File: src/hw/rtl/clip_playback_cursor_advance_defines.svh
// Assertion macros shared by the clip playback cursor advance RTL.
`ifndef CLIP_PLAYBACK_CURSOR_ADVANCE_DEFINES_SVH
`define CLIP_PLAYBACK_CURSOR_ADVANCE_DEFINES_SVH

// Same-cycle implication, sampled on clk and disabled during reset.
`define CPA_ASSERT_IMP(label, ante, cons, msg) \
    label: assert property (@(posedge clk) disable iff (!rst_n) (ante) |-> (cons)) \
        else $error(msg);

// Next-cycle implication, sampled on clk and disabled during reset.
`define CPA_ASSERT_NEXT(label, ante, cons, msg) \
    label: assert property (@(posedge clk) disable iff (!rst_n) (ante) |=> (cons)) \
        else $error(msg);

`endif

File: src/hw/rtl/cpa_pkg.sv
// Types and constants of the clip playback cursor advance block.
`default_nettype none
package cpa_pkg;
    localparam int QBITS = 64;

    localparam logic [30:0] MAX_DURATION       = 31'h7FFF_FFFF;
    localparam logic [31:0] MAX_CROSSING_LIMIT = 32'd65535;

    localparam logic [1:0] MODE_ONCE     = 2'd0;
    localparam logic [1:0] MODE_CLAMP    = 2'd1;
    localparam logic [1:0] MODE_LOOP     = 2'd2;
    localparam logic [1:0] MODE_PINGPONG = 2'd3;

    localparam logic [1:0] ADM_ACCEPT   = 2'd0;
    localparam logic [1:0] ADM_CANCEL   = 2'd1;
    localparam logic [1:0] ADM_REFUSE   = 2'd2;
    localparam logic [1:0] ADM_RESERVED = 2'd3;

    localparam logic [2:0] ST_OK        = 3'd0;
    localparam logic [2:0] ST_CANCELLED = 3'd1;
    localparam logic [2:0] ST_REJECTED  = 3'd2;
    localparam logic [2:0] ST_MALFORMED = 3'd3;
    localparam logic [2:0] ST_OVERFLOW  = 3'd4;
    localparam logic [2:0] ST_BUDGET    = 3'd5;

    localparam logic [1:0] DIR_HELD    = 2'd0;
    localparam logic [1:0] DIR_FORWARD = 2'd1;
    localparam logic [1:0] DIR_REVERSE = 2'd2;

    localparam logic [1:0] CFG_WRAP_MODE     = 2'd0;
    localparam logic [1:0] CFG_CLIP_DURATION = 2'd1;
    localparam logic [1:0] CFG_MAX_CROSSINGS = 2'd2;

    typedef struct packed {
        logic        early;
        logic [2:0]  status;
        logic [31:0] phase_o;
        logic        term_o;
        logic [30:0] smp_o;
        logic [1:0]  dir_o;
        logic [15:0] cr_o;
        logic        up;
        logic        pp;
        logic        neg;
    } side_t;

    typedef struct packed {
        side_t       side;
        logic [63:0] uw;
        logic [30:0] ur;
        logic [63:0] pw;
        logic [30:0] pr;
    } lane_t;
endpackage
`default_nettype wire

File: src/hw/rtl/cpa_cell.sv
// One restoring division step for the advanced position and the start phase.
`default_nettype none
module cpa_cell (
    input  wire logic          clk,
    input  wire logic          rst_n,
    input  wire logic          en,
    input  wire logic [30:0]   dur,
    input  wire logic          v_in,
    input  wire cpa_pkg::lane_t lane_in,
    output logic               v_reg,
    output cpa_pkg::lane_t     lane_reg
);
    cpa_pkg::lane_t lane_next;
    logic [31:0] ux;
    logic [31:0] px;
    logic [31:0] usub;
    logic [31:0] psub;
    logic        uge;
    logic        pge;

    always_comb
    begin
        ux   = {lane_in.ur, lane_in.uw[63]};
        px   = {lane_in.pr, lane_in.pw[63]};
        usub = ux - {1'b0, dur};
        psub = px - {1'b0, dur};
        uge  = ux >= {1'b0, dur};
        pge  = px >= {1'b0, dur};
        lane_next    = lane_in;
        lane_next.ur = uge ? usub[30:0] : ux[30:0];
        lane_next.uw = {lane_in.uw[62:0], uge};
        lane_next.pr = pge ? psub[30:0] : px[30:0];
        lane_next.pw = {lane_in.pw[62:0], pge};
    end

    always_ff @(posedge clk or negedge rst_n)
    begin
        if (!rst_n)
        begin
            v_reg <= 1'b0;
        end
        else if (en)
        begin
            v_reg <= v_in;
        end
    end

    always_ff @(posedge clk)
    begin
        if (en)
        begin
            lane_reg <= lane_next;
        end
    end
endmodule
`default_nettype wire

File: config.mk
export PLATFORM = sky130hd
export DESIGN_NAME = cpa_cell
export DESIGN_NICKNAME = d
export VERILOG_FILES = /design/src/hw/rtl/clip_playback_cursor_advance_defines.svh /design/src/hw/rtl/cpa_pkg.sv /design/src/hw/rtl/cpa_cell.sv
export SDC_FILE = /design/constraint.sdc
export NUM_CORES = 1
export LEC_CHECK = 0
export BUFFER_PORTS_ARGS = -buffer_cell sky130_fd_sc_hd__buf_2
export CORE_AREA = 2 2 233 235
export CTS_BUF_LIST = sky130_fd_sc_hd__clkbuf_2
export CTS_CLUSTER_SIZE = 20
export DETAILED_ROUTE_END_ITERATION = 7
export DIE_AREA = 0 0 235 237
export PLACE_DENSITY = 0.49
export SLEW_MARGIN = 40
export SYNTH_ARGS = -nofsm -noshare
export SYNTH_HDL_FRONTEND = slang
export SYNTH_SLANG_ARGS = --single-unit
File: constraint.sdc
create_clock -name clk -period 1.03 [get_ports clk]
set_clock_uncertainty 0.2 [all_clocks]
set_input_delay 0.206 -clock clk [delete_from_list [all_inputs] [get_ports clk]]
set_output_delay 0.206 -clock clk [all_outputs]
set_load 0.005 [all_outputs]
==> impl_metrics.prom <==
# TYPE chip_impl_metric gauge
chip_impl_info{name="outcome",value="finished, violations left"} 1
chip_impl_info{name="violations_in_the_final_reports",value="hold timing, setup timing"} 1
chip_impl_info{name="worstSetupStartpointType",value="input pin"} 1
chip_impl_metric{name="cts_buffer_depth",unit=""} 3
chip_impl_info{name="synth_area_leaders",value="edfxtp_1, ha_1, a21oi_1, xnor2_1, nor2_1"} 1
chip_impl_metric{name="drtAntennaViolNets",unit=""} 0
chip_impl_metric{name="slew-limit-headroom",unit="%"} 67.97
chip_impl_metric{name="synth_nets",unit=""} 1280
chip_impl_metric{name="dp.cells",unit=""} 2451
chip_impl_info{name="path_category_of_the_worst_min_delay_check",value="input pin to register"} 1
chip_impl_info{name="setup.worst_path.class",value="input pin to register"} 1
chip_impl_metric{name="cts_made_buffers",unit=""} 82
chip_impl_metric{name="hpwlAfterDp",unit="µm"} 49430
chip_impl_metric{name="synth-seq-cells",unit=""} 280
chip_impl_metric{name="post-place-ws",unit="ns"} -2.061
chip_impl_metric{name="die-width",unit="µm"} 235
chip_impl_metric{name="reg2reg_setup_slack",unit="ns"} 0.08
chip_impl_metric{name="finalNonFillerCells",unit=""} 3165
chip_impl_metric{name="setup-tns-final",unit="ns"} -330.64
chip_impl_metric{name="ys_warn_count",unit=""} 0
chip_impl_metric{name="num_vias",unit=""} 13830
chip_impl_info{name="end_kind",value="register"} 1
chip_impl_metric{name="gp_routability_congestion",unit=""} 0.8674
chip_impl_metric{name="worstSkewPairLatency",unit="ns"} 1.06
chip_impl_metric{name="first_pass_detailed_route_iteration_total",unit=""} 5
chip_impl_metric{name="layout.nets",unit=""} 2772
chip_impl_metric{name="syn-mean-instance-area",unit="µm²"} 13.79
chip_impl_metric{name="final-max-slew-violation-count",unit=""} 0
chip_impl_metric{name="largest_reg_flops",unit=""} 279
chip_impl_metric{name="synth_async_sr_flop_share",unit="%"} 0.3571
chip_impl_metric{name="filler_cell_count",unit=""} 4768
chip_impl_metric{name="tightest_slew",unit="ns"} 0.4804
chip_impl_metric{name="rows",unit=""} 85
chip_impl_metric{name="power.leakage",unit="µW"} 0.01179
chip_impl_metric{name="grt_pass1_vias",unit=""} 14630
chip_impl_metric{name="top_level_ports",unit=""} 594
chip_impl_metric{name="drc",unit=""} 0
chip_impl_info{name="postSynth.topFlopCell",value="edfxtp_1"} 1
chip_impl_info{name="clk_root_buffer_cell",value="clkbuf_2"} 1
chip_impl_metric{name="worst-endpoint-required",unit="ns"} 1.70
chip_impl_info{name="largest_delay_share_family_worst_path",value="compound AO/OA/AOI/OAI gates"} 1
chip_impl_info{name="slowest_stage",value="dlygate4sd3_1"} 1
chip_impl_metric{name="finalWirelength",unit="µm"} 68110
chip_impl_info{name="regToRegEndpoint",value="v_reg"} 1
chip_impl_metric{name="worst_path_largest_cell_delay",unit="ns"} 0.58
chip_impl_metric{name="grt-ovfl-total",unit=""} 0
chip_impl_metric{name="floorplan.initialDensity",unit="%"} 23.34
chip_impl_info{name="final_cell_mix",value="buf_2, dlygate4sd3_1, buf_4"} 1
chip_impl_metric{name="route.detailed.wl_per_inst",unit="µm"} 21.52
chip_impl_info{name="yosysTopAreaCell",value="edfxtp_1"} 1
chip_impl_metric{name="cts.reportedPaths.clkPinSlew",unit="ns"} 0.09
chip_impl_metric{name="final_layout_size_suffix_gt1_share",unit="%"} 53.74
chip_impl_metric{name="core_region_area",unit="µm²"} 53280
chip_impl_metric{name="cap_viol_max_count",unit=""} 0
chip_impl_metric{name="drtIter0Drc",unit=""} 648
chip_impl_metric{name="htree_levels",unit=""} 3
chip_impl_info{name="r2r-start",value="v_reg"} 1
chip_impl_metric{name="grtUsageTotal",unit="%"} 23.60
chip_impl_metric{name="area_added_between_synthesis_and_finish",unit="%"} 115.2
chip_impl_metric{name="fin_util",unit="%"} 50.21
chip_impl_metric{name="finalSetupViolations",unit=""} 344
chip_impl_metric{name="post_synth_instance_area",unit="µm²"} 12430
chip_impl_metric{name="hold-worst-slack",unit="ns"} -0.7000
chip_impl_info{name="final_common_cell",value="buf_2"} 1
chip_impl_metric{name="hold_viol_final",unit=""} 65
chip_impl_metric{name="timing.critical_path.depth",unit=""} 11
chip_impl_metric{name="grt_antenna_before_repair",unit=""} 27
chip_impl_metric{name="vias_per_cell",unit=""} 4.369
chip_impl_metric{name="floorplan.die.height",unit="µm"} 237
chip_impl_info{name="grt_setup_unrepaired",value="yes"} 1
chip_impl_info{name="crit_path_cell_trace",value="buf_2 -> dlygate4sd3_1 -> ha_2 -> a21o_1 -> a21o_1 -> a21oi_2 -> or4b_4 -> o21ai_4 -> o21ai_4 -> a2111o_1 -> o211ai_1"} 1
chip_impl_metric{name="postSynthCellCount",unit=""} 902
chip_impl_metric{name="period_share",unit="%"} 212.5
chip_impl_metric{name="max_freq",unit="MHz"} 456.8
chip_impl_metric{name="worstRegToRegCells",unit=""} 1
chip_impl_metric{name="dieArea",unit="µm²"} 55700
chip_impl_metric{name="postLayoutSetupSlackWorst",unit="ns"} -1.159
chip_impl_metric{name="buffer_ports.inserted",unit=""} 593
chip_impl_metric{name="yosys.cell_types.count",unit=""} 64
chip_impl_metric{name="grt_first_pass_wirelength",unit="µm"} 95640
chip_impl_metric{name="yosysTopAreaCellShare",unit="%"} 67.38
chip_impl_metric{name="finalWorstPathRequiredPeriod",unit="ns"} 2.189
chip_impl_metric{name="clock-sinks",unit=""} 280
chip_impl_metric{name="worst-endpoint-arrival",unit="ns"} 2.86
chip_impl_metric{name="power_per_cell_area",unit="nW/µm²"} 1258
chip_impl_metric{name="cp.buffers_inverters",unit=""} 2
chip_impl_info{name="tritoncts",value="done"} 1
chip_impl_metric{name="path_max_fanout",unit=""} 3
chip_impl_metric{name="vdd.ir_drop.worst",unit="mV"} 0.6294
chip_impl_info{name="worstSetupEndpoint",value="lane_reg[124]"} 1
chip_impl_info{name="worstSetupStartpoint",value="lane_in[115]"} 1
chip_impl_metric{name="grt_start_max_net_pins",unit=""} 46
chip_impl_metric{name="edff_count_synth",unit=""} 279
chip_impl_metric{name="synth_sequential_area_ratio",unit="%"} 67.58
## power breakdown
| part | switching (µW) | leakage [µW] | internal, µW |
|---|---|---|---|
| clock network | 5570 | 0.000558 | 3290 |
| registers | 402 | 0.00274 | 13900 |
| logic | 4710 | 0.00849 | 5830 |
| total | 10700 | 0.0118 | 23000 |
## how the worst min path moves through the flow
stage / from / to / slack, ns / cells past startpoint
6_report: lane_in[25] / lane_reg[26] / -0.70 / 3
5_1_grt: lane_in[25] / lane_reg[26] / -0.79 / 3
4_1_cts: lane_in[101] / lane_reg[102] / -0.87 / 3
3_5_place_dp: rst_n / v_reg / -0.22 / 1
3_3_place_gp: rst_n / v_reg / -0.22 / 1
2_1_floorplan: rst_n / v_reg / -0.29 / 0
## Yosys cell counts (all sizes together), types with 4 or more instances
| cell type | number |
|---|---|
| a31oi | 5 |
| a21o | 30 |
| nand2b | 9 |
| edfxtp | 279 |
| nand4 | 9 |
| inv | 49 |
| nor2b | 12 |
| xnor2 | 30 |
| ha | 62 |
| o21bai | 7 |
| nand3 | 15 |
| o21ai | 52 |
| and3 | 6 |
| nor2 | 63 |
| buf | 9 |
| o211ai | 4 |
| clkbuf | 9 |
| nand2 | 55 |
| mux2 | 6 |
| o31ai | 4 |
| and2 | 5 |
| xor2 | 22 |
| a311oi | 4 |
| nor3 | 6 |
| a21oi | 99 |
| a211oi | 6 |
## stage by stage
| stage | area, µm² | total power (µW) |
|---|---|---|
| floorplan | 13080 | 17320 |
| global placement | 18940 | 21760 |
| detailed placement | 18940 | 21780 |
| CTS | 26140 | 33470 |
| global route | 26740 | 35420 |
| finish | 26760 | 33660 |
## worst min-delay path, cell delays in order
cell	delay, ns
buf_2	0.11
nand2_2	0.06
o21ai_2	0.05
## layer usage
metal / GRT usage [%] / part of all wire [%]
met1: 25.56 / 37
met5: 0 / 0.30
met2: 40.89 / 50
met3: 7.193 / 7.1
met4: 13.56 / 5.3
## cell type report
type,count,area [µm²],share of cell area (%)
timing repair buffer,1425,11200,41.84
clock inverter,36,191.4,0.7155
clock buffer,112,560.5,2.095
inverter,49,235.2,0.8792
tap,696,870.8,3.255
timing repair inverter,1,16.27,0.06079
antenna,11,27.53,0.1029
sequential,280,8403,31.41
multi-input combinational,555,5255,19.64
## logic make-up after synthesis
kind of cell	after synthesis	synth area share (%)
AOI/OAI and AO/OA	246	12.43
xor gates and xnor gates	52	3.663
adders and majority gates	64	6.561
buffers and inverters	67	2.334
DFF	280	67.58
muxes	6	0.5433
and+or+nand+nor	187	6.893
## repair_timing
item | CTS | global route
gates cloned | 9 | 0
setup endpoints to repair | 344 | 344
setup buffers | 44 | 17
resized for setup | 195 | 161
hold buffers | 515 | 18
endpoints found under the hold margin | 560 | 71
pin swaps | 44 | 63
Note: power is estimated with default switching activity, not from simulation.
