`src/hw/rtl/clip_playback_cursor_advance_defines.svh`:
```
// Assertion macros shared by the clip playback cursor advance RTL.
`ifndef CLIP_PLAYBACK_CURSOR_ADVANCE_DEFINES_SVH
`define CLIP_PLAYBACK_CURSOR_ADVANCE_DEFINES_SVH

// Same-cycle implication, sampled on clk and disabled during reset.
`define CPA_ASSERT_IMP(label, ante, cons, msg) \
    label: assert property (@(posedge clk) disable iff (!rst_n) (ante) |-> (cons)) \
        else $error(msg);

// Next-cycle implication, sampled on clk and disabled during reset.
`define CPA_ASSERT_NEXT(label, ante, cons, msg) \
    label: assert property (@(posedge clk) disable iff (!rst_n) (ante) |=> (cons)) \
        else $error(msg);

`endif

```
`src/hw/rtl/cpa_pkg.sv`:
```
// Types and constants of the clip playback cursor advance block.
`default_nettype none
package cpa_pkg;
    localparam int QBITS = 64;

    localparam logic [30:0] MAX_DURATION       = 31'h7FFF_FFFF;
    localparam logic [31:0] MAX_CROSSING_LIMIT = 32'd65535;

    localparam logic [1:0] MODE_ONCE     = 2'd0;
    localparam logic [1:0] MODE_CLAMP    = 2'd1;
    localparam logic [1:0] MODE_LOOP     = 2'd2;
    localparam logic [1:0] MODE_PINGPONG = 2'd3;

    localparam logic [1:0] ADM_ACCEPT   = 2'd0;
    localparam logic [1:0] ADM_CANCEL   = 2'd1;
    localparam logic [1:0] ADM_REFUSE   = 2'd2;
    localparam logic [1:0] ADM_RESERVED = 2'd3;

    localparam logic [2:0] ST_OK        = 3'd0;
    localparam logic [2:0] ST_CANCELLED = 3'd1;
    localparam logic [2:0] ST_REJECTED  = 3'd2;
    localparam logic [2:0] ST_MALFORMED = 3'd3;
    localparam logic [2:0] ST_OVERFLOW  = 3'd4;
    localparam logic [2:0] ST_BUDGET    = 3'd5;

    localparam logic [1:0] DIR_HELD    = 2'd0;
    localparam logic [1:0] DIR_FORWARD = 2'd1;
    localparam logic [1:0] DIR_REVERSE = 2'd2;

    localparam logic [1:0] CFG_WRAP_MODE     = 2'd0;
    localparam logic [1:0] CFG_CLIP_DURATION = 2'd1;
    localparam logic [1:0] CFG_MAX_CROSSINGS = 2'd2;

    typedef struct packed {
        logic        early;
        logic [2:0]  status;
        logic [31:0] phase_o;
        logic        term_o;
        logic [30:0] smp_o;
        logic [1:0]  dir_o;
        logic [15:0] cr_o;
        logic        up;
        logic        pp;
        logic        neg;
    } side_t;

    typedef struct packed {
        side_t       side;
        logic [63:0] uw;
        logic [30:0] ur;
        logic [63:0] pw;
        logic [30:0] pr;
    } lane_t;
endpackage
`default_nettype wire

```
`src/hw/rtl/cpa_back.sv`:
```
// Quotient fixup, crossing count and result register of the cursor advance.
`default_nettype none
module cpa_back (
    input  wire logic           clk,
    input  wire logic           rst_n,
    input  wire logic           en,
    input  wire logic [30:0]    dur,
    input  wire logic [15:0]    max_crossings,
    input  wire logic           v_in,
    input  wire cpa_pkg::lane_t lane_in,
    output logic                out_valid_reg,
    output logic [2:0]          status_reg,
    output logic [31:0]         phase_reg,
    output logic                term_reg,
    output logic [30:0]         smp_reg,
    output logic [1:0]          dir_reg,
    output logic [15:0]         cr_reg
);
    logic [31:0] d32;
    logic [31:0] d2;
    logic        e;
    logic [63:0] fd;
    logic [63:0] cd;
    logic [31:0] modd;
    logic [31:0] m;
    logic [31:0] mod2d;
    logic [63:0] pd;
    logic [63:0] fd_next;
    logic [31:0] np_next;

    logic          b_v_reg;
    cpa_pkg::side_t b_side_reg;
    logic [63:0]   b_fd_reg;
    logic [63:0]   b_pd_reg;
    logic [31:0]   b_np_reg;

    logic [63:0] cr;
    logic        over;
    logic [31:0] prior;
    logic [31:0] tp;
    logic [31:0] tc;
    logic [1:0]  dir_c;

    always_comb
    begin
        d32 = {1'b0, dur};
        d2  = {dur, 1'b0};
        e   = lane_in.ur == (dur - 31'd1);
        if (lane_in.side.neg)
        begin
            fd    = ~lane_in.uw;
            cd    = e ? ~lane_in.uw : ~lane_in.uw + 64'd1;
            modd  = e ? 32'd0 : d32 - {1'b0, lane_in.ur} - 32'd1;
            m     = ((lane_in.uw[0] ^ e) ? d32 : 32'd0)
                    + (e ? 32'd0 : {1'b0, lane_in.ur} + 32'd1);
            mod2d = (m == 32'd0) ? 32'd0 : d2 - m;
        end
        else
        begin
            fd    = lane_in.uw;
            cd    = lane_in.uw + {63'd0, lane_in.ur != 31'd0};
            modd  = {1'b0, lane_in.ur};
            m     = (lane_in.uw[0] ? d32 : 32'd0) + {1'b0, lane_in.ur};
            mod2d = m;
        end
        pd      = lane_in.side.up ? lane_in.pw
                                  : lane_in.pw + {63'd0, lane_in.pr != 31'd0};
        fd_next = lane_in.side.up ? fd : cd;
        np_next = lane_in.side.pp ? mod2d : modd;
    end

    always_ff @(posedge clk or negedge rst_n)
    begin
        if (!rst_n)
        begin
            b_v_reg       <= 1'b0;
            out_valid_reg <= 1'b0;
        end
        else if (en)
        begin
            b_v_reg       <= v_in;
            out_valid_reg <= b_v_reg;
        end
    end

    always_ff @(posedge clk)
    begin
        if (en)
        begin
            b_side_reg <= lane_in.side;
            b_fd_reg   <= fd_next;
            b_pd_reg   <= pd;
            b_np_reg   <= np_next;
        end
    end

    always_comb
    begin
        cr   = b_side_reg.up ? b_fd_reg - b_pd_reg : b_pd_reg - b_fd_reg;
        over = (cr > {48'd0, max_crossings})
               || (cr > {32'd0, cpa_pkg::MAX_CROSSING_LIMIT});
        if (b_side_reg.up)
        begin
            prior = (b_np_reg == 32'd0) ? d2 - 32'd1 : b_np_reg - 32'd1;
        end
        else
        begin
            prior = (b_np_reg == d2 - 32'd1) ? 32'd0 : b_np_reg + 32'd1;
        end
        tp = (prior <= d32) ? prior : d2 - prior;
        tc = (b_np_reg <= d32) ? b_np_reg : d2 - b_np_reg;
        if (b_side_reg.pp)
        begin
            dir_c = (tc >= tp) ? cpa_pkg::DIR_FORWARD : cpa_pkg::DIR_REVERSE;
        end
        else
        begin
            dir_c = b_side_reg.up ? cpa_pkg::DIR_FORWARD : cpa_pkg::DIR_REVERSE;
        end
    end

    always_ff @(posedge clk)
    begin
        if (en)
        begin
            if (b_side_reg.early)
            begin
                status_reg <= b_side_reg.status;
                phase_reg  <= b_side_reg.phase_o;
                term_reg   <= b_side_reg.term_o;
                smp_reg    <= b_side_reg.smp_o;
                dir_reg    <= b_side_reg.dir_o;
                cr_reg     <= b_side_reg.cr_o;
            end
            else if (over)
            begin
                status_reg <= cpa_pkg::ST_BUDGET;
                phase_reg  <= 32'd0;
                term_reg   <= 1'b0;
                smp_reg    <= 31'd0;
                dir_reg    <= cpa_pkg::DIR_HELD;
                cr_reg     <= 16'd0;
            end
            else
            begin
                status_reg <= cpa_pkg::ST_OK;
                phase_reg  <= b_np_reg;
                term_reg   <= 1'b0;
                smp_reg    <= b_side_reg.pp ? tc[30:0] : b_np_reg[30:0];
                dir_reg    <= dir_c;
                cr_reg     <= cr[15:0];
            end
        end
    end
endmodule
`default_nettype wire

```
`config.mk`:
```
export PLATFORM = sky130hd
export DESIGN_NAME = cpa_back
export DESIGN_NICKNAME = d
export VERILOG_FILES = /design/src/hw/rtl/clip_playback_cursor_advance_defines.svh /design/src/hw/rtl/cpa_pkg.sv /design/src/hw/rtl/cpa_back.sv
export SDC_FILE = /design/constraint.sdc
export NUM_CORES = 2
export LEC_CHECK = 0
export BUFFER_PORTS_ARGS = -buffer_cell sky130_fd_sc_hd__buf_2
export CAP_MARGIN = 20
export CORE_UTILIZATION = 56
export DETAILED_ROUTE_END_ITERATION = 6
export GPL_TIMING_DRIVEN = 0
export MAX_ROUTING_LAYER = met4
export PLACE_DENSITY = 0.79
export RECOVER_POWER = 50
export SYNTH_ARGS = -nofsm -noshare
export SYNTH_HDL_FRONTEND = slang
export SYNTH_SLANG_ARGS = --single-unit
```
`constraint.sdc`:
```
create_clock -name clk -period 7.76 [get_ports clk]
set_clock_uncertainty 0.15 [all_clocks]
set_input_delay 0.776 -clock clk [delete_from_list [all_inputs] [get_ports clk]]
set_output_delay 0.776 -clock clk [all_outputs]
set_load 0.01 [all_outputs]
```
==> impl_metrics.py <==
metrics = {
    "outcome": {
        "status": "finished with violations",
        "violations": "DRC, capacitance limit, slew limit, setup timing",
    },
    "logic_synthesis": {
        "yosys.area_share.xor_xnor": 0.0934,
        "synth_edf_count": 333,
        "syn_area_mm2": 0.0423,
        "synth_warnings": 0,
        "synthSimpleGateAreaFrac": 0.216,
        "synthAdderAreaFrac": 0.131,
        "syn_area_per_cell_um2": 7.91,
        "ys_types": 102,
        "synth_flop_cell": "edfxtp_1",
        "synthMuxAreaShare": 0.0210,
        "synth.area.top_cells": "edfxtp_1, ha_1, xnor2_1",
        "postSynth.asyncResetShare": 0.00597,
        "synthCells": 5346,
        "seq_area_frac_synth": 0.238,
        "synth_top_family_by_area": "compound AO/OA/AOI/OAI gates",
        "post-synth-top-area-cell": "edfxtp_1",
        "yosys.area.top_type_share": 0.237,
        "synth_compound_area_frac": 0.247,
        "synth-seq-cells": 335,
        "syn_nets": 6115,
    },
    "power_and_ir_drop": {
        "p_clk_frac": 0.207,
        "seq_power_share": 0.245,
        "ir_drop_mv": 0.234,
        "p_leak_nw": 20.7,
        "p_switching_mw": 4.33,
        "comb_power_share": 0.548,
        "intPower_mw": 5.19,
        "powerDensity_mw_per_mm2": 193,
        "p_sw_frac": 0.455,
    },
    "route": {
        "num_vias": 48200,
        "vias_per_cell": 6.96,
        "wl_per_cell_um": 28.2,
        "dr.pass1.iters": 7,
        "routed_wl_um": 196000,
        "drc_errors": 12,
        "antenna_left": 0,
        "first_iter_violations": 7020,
    },
    "clock_network": {
        "clock_latency_ps": 610,
        "cts_tree": "done",
        "cts.path.max_buffers": 3,
        "numCtsBuffers": 41,
        "clockRootBuffer": "clkbuf_16",
        "clkSinkCount": 335,
        "htree_num_levels": 2,
        "path_clk_slew_ps": 60,
    },
    "min_path": {
        "hold_class": "in -> reg",
    },
    "cells_and_area": {
        "largest_reg_flops": 88,
        "area_delta_synth_final_pct": 16.7,
        "final_cells": 6922,
        "layout-drive-gt1-share": 0.147,
        "final_nets": 6677,
    },
    "flow_run": {
        "cap_violations": 3,
    },
    "floorplanning": {
        "rows": 100,
        "ios": 416,
        "core_mm2": 0.0746,
        "dieArea_mm2": 0.0766,
        "die_height_um": 277,
        "fp.dieW_um": 277,
        "initial_core_util": 0.567,
    },
    "global_route": {
        "grt-ovfl-total": 0,
        "grt_pass1_vias": 45600,
        "grt_pass1_wl_um": 282000,
        "grt_max_degree": 121,
        "grt_use_total": 0.503,
        "antenna_found_initial": 19,
    },
    "setup_path": {
        "slowest_delay_ps": 590,
        "critPathLaunchType": "input pin",
        "worst-path-max-fanout": 8,
        "path_common_cell": "xnor2_1",
        "crit_arrival_ps": 8770,
        "critPathKind": "in -> reg",
        "rrSetupSlack_ps": -740,
        "required_ps": 7910,
        "cp_slowest_cell": "or4_1",
        "crit_path_end_kind": "flop",
    },
    "timing": {
        "tightest_slew_ps": 6480,
        "rsz0062_at_grt": "yes",
        "fin_hold_ws_ps": 189,
        "final.min_clock_period_ps": 8620,
        "layout_setup_ws_ps": -862,
        "slew_viol_final": 340,
        "clock.fmax_ghz": 0.116,
        "maxSlewHeadroom": -3.32,
        "period_share": 1.11,
        "hold_viol_final": 0,
        "final-setup-viol-count": 33,
    },
    "placed_design": {
        "pre_cts_ws_ps": -3680,
        "port-buffer-count": 406,
        "gp_congestion": 1.12,
        "place_hpwl_um": 154000,
        "placed_cells": 6728,
    },
}
## routing by layer
metal | part of all wire | vias up | track usage | routed length [um]
li1 | - | 21000 | - | -
met1 | 0.34 | 22200 | 0.563 | 67000
met2 | 0.44 | 3741 | 0.775 | 85800
met3 | 0.12 | 1262 | 0.107 | 22600
met4 | 0.10 | 0 | 0.407 | 20100
met5 | 0 | - | - | 0
## power by group through the flow
stage	sequential, mW	combinational [mW]	clock [mW]
3_5_place_dp	2.35	4.68	0
2_1_floorplan	2.31	3.14	0
6_report	2.33	5.21	1.97
4_1_cts	2.32	4.92	1.95
3_3_place_gp	2.36	4.61	0
5_1_grt	2.34	5.53	2.00
## per-stage QoR
step	TNS, ps	area, um^2	util	power (mW)
CTS	-1890	49100	0.659	9.19
global route	-26110	49300	0.662	9.87
finish	-16000	49400	0.662	9.52
floorplan	-1450	42500	-	5.45
detailed placement	-237270	45900	0.616	7.03
global placement	-273420	45800	0.614	6.97
## logic make-up after synthesis
group,count (synthesis)
xor gates and xnor gates,435
and+or+nand+nor,1821
DFF,335
muxes,85
buffers and inverters,596
AOI/OAI and AO/OA,1635
adders and majority gates,439
## critical path, delay by kind of cell
family | cells | cell delay (ps)
adder cells (fa/ha/maj) | 2 | 620
buffers and inverters | 9 | 1820
XOR/XNOR | 5 | 870
AND/OR/NAND/NOR | 13 | 3160
AO/OA/AOI/OAI | 9 | 1490
## Yosys cell counts (all sizes together) (45+ instances only)
master,instances
nand2,482
and3,69
o211ai,52
nor3,121
a31oi,51
o31ai,96
nand2b,57
nor2,450
edfxtp,333
nand4,122
a21o,133
nor2b,55
clkbuf,194
inv,358
ha,431
o21ai,395
o21bai,52
nor4,77
or3,45
xor2,118
mux2i,63
a211oi,48
nand3,155
o21a,60
a21oi,451
xnor2,307
## what timing repair did
item,in CTS,in global routing
gates cloned,2,0
setup endpoints to repair,114,36
resized for setup,283,36
setup buffers,95,12
hold buffers,1,0
pin swaps,80,21
endpoints found under the hold margin,2,0
## layout make-up
type,count,area (um^2)
Antenna cell,18,45.0
Buffer,217,1220
Clock buffer,48,1050
Clock inverter,22,254
Fill cell,6165,25200
Inverter,370,1400
Multi-Input combinational cell,4415,31000
Sequential cell,335,10000
Tap cell,969,1210
Timing Repair Buffer,528,3110
## layout by cell type, fill, tap and decap left out, drive strengths merged, types with 57 or more instances in the layout
master | netlist | final
buf | 32 | 516
nand2 | 482 | 482
a21oi | 451 | 451
nor2 | 450 | 450
ha | 431 | 431
o21ai | 395 | 395
inv | 358 | 357
edfxtp | 333 | 333
xnor2 | 307 | 307
clkbuf | 194 | 274
nand3 | 155 | 155
a21o | 133 | 133
nand4 | 122 | 122
nor3 | 121 | 121
xor2 | 118 | 118
o31ai | 96 | 96
nor4 | 77 | 77
and3 | 69 | 69
mux2i | 63 | 63
o21a | 60 | 60
nand2b | 57 | 57
## worst paths after layout
check / startpoint / endpoint / cells after the start
setup reg to reg: b_np_reg[9] / dir_reg[0] / 36
setup / recovery: dur[15] / b_np_reg[31] / 38
max in group asynchronous: rst_n / out_valid_reg / 2
min in group asynchronous: rst_n / b_v_reg / 2
hold reg to reg: out_valid_reg / out_valid_reg / 1
hold / removal: lane_in[245] / b_side_reg[55] / 1
Note: power is estimated with default switching activity, not from simulation.
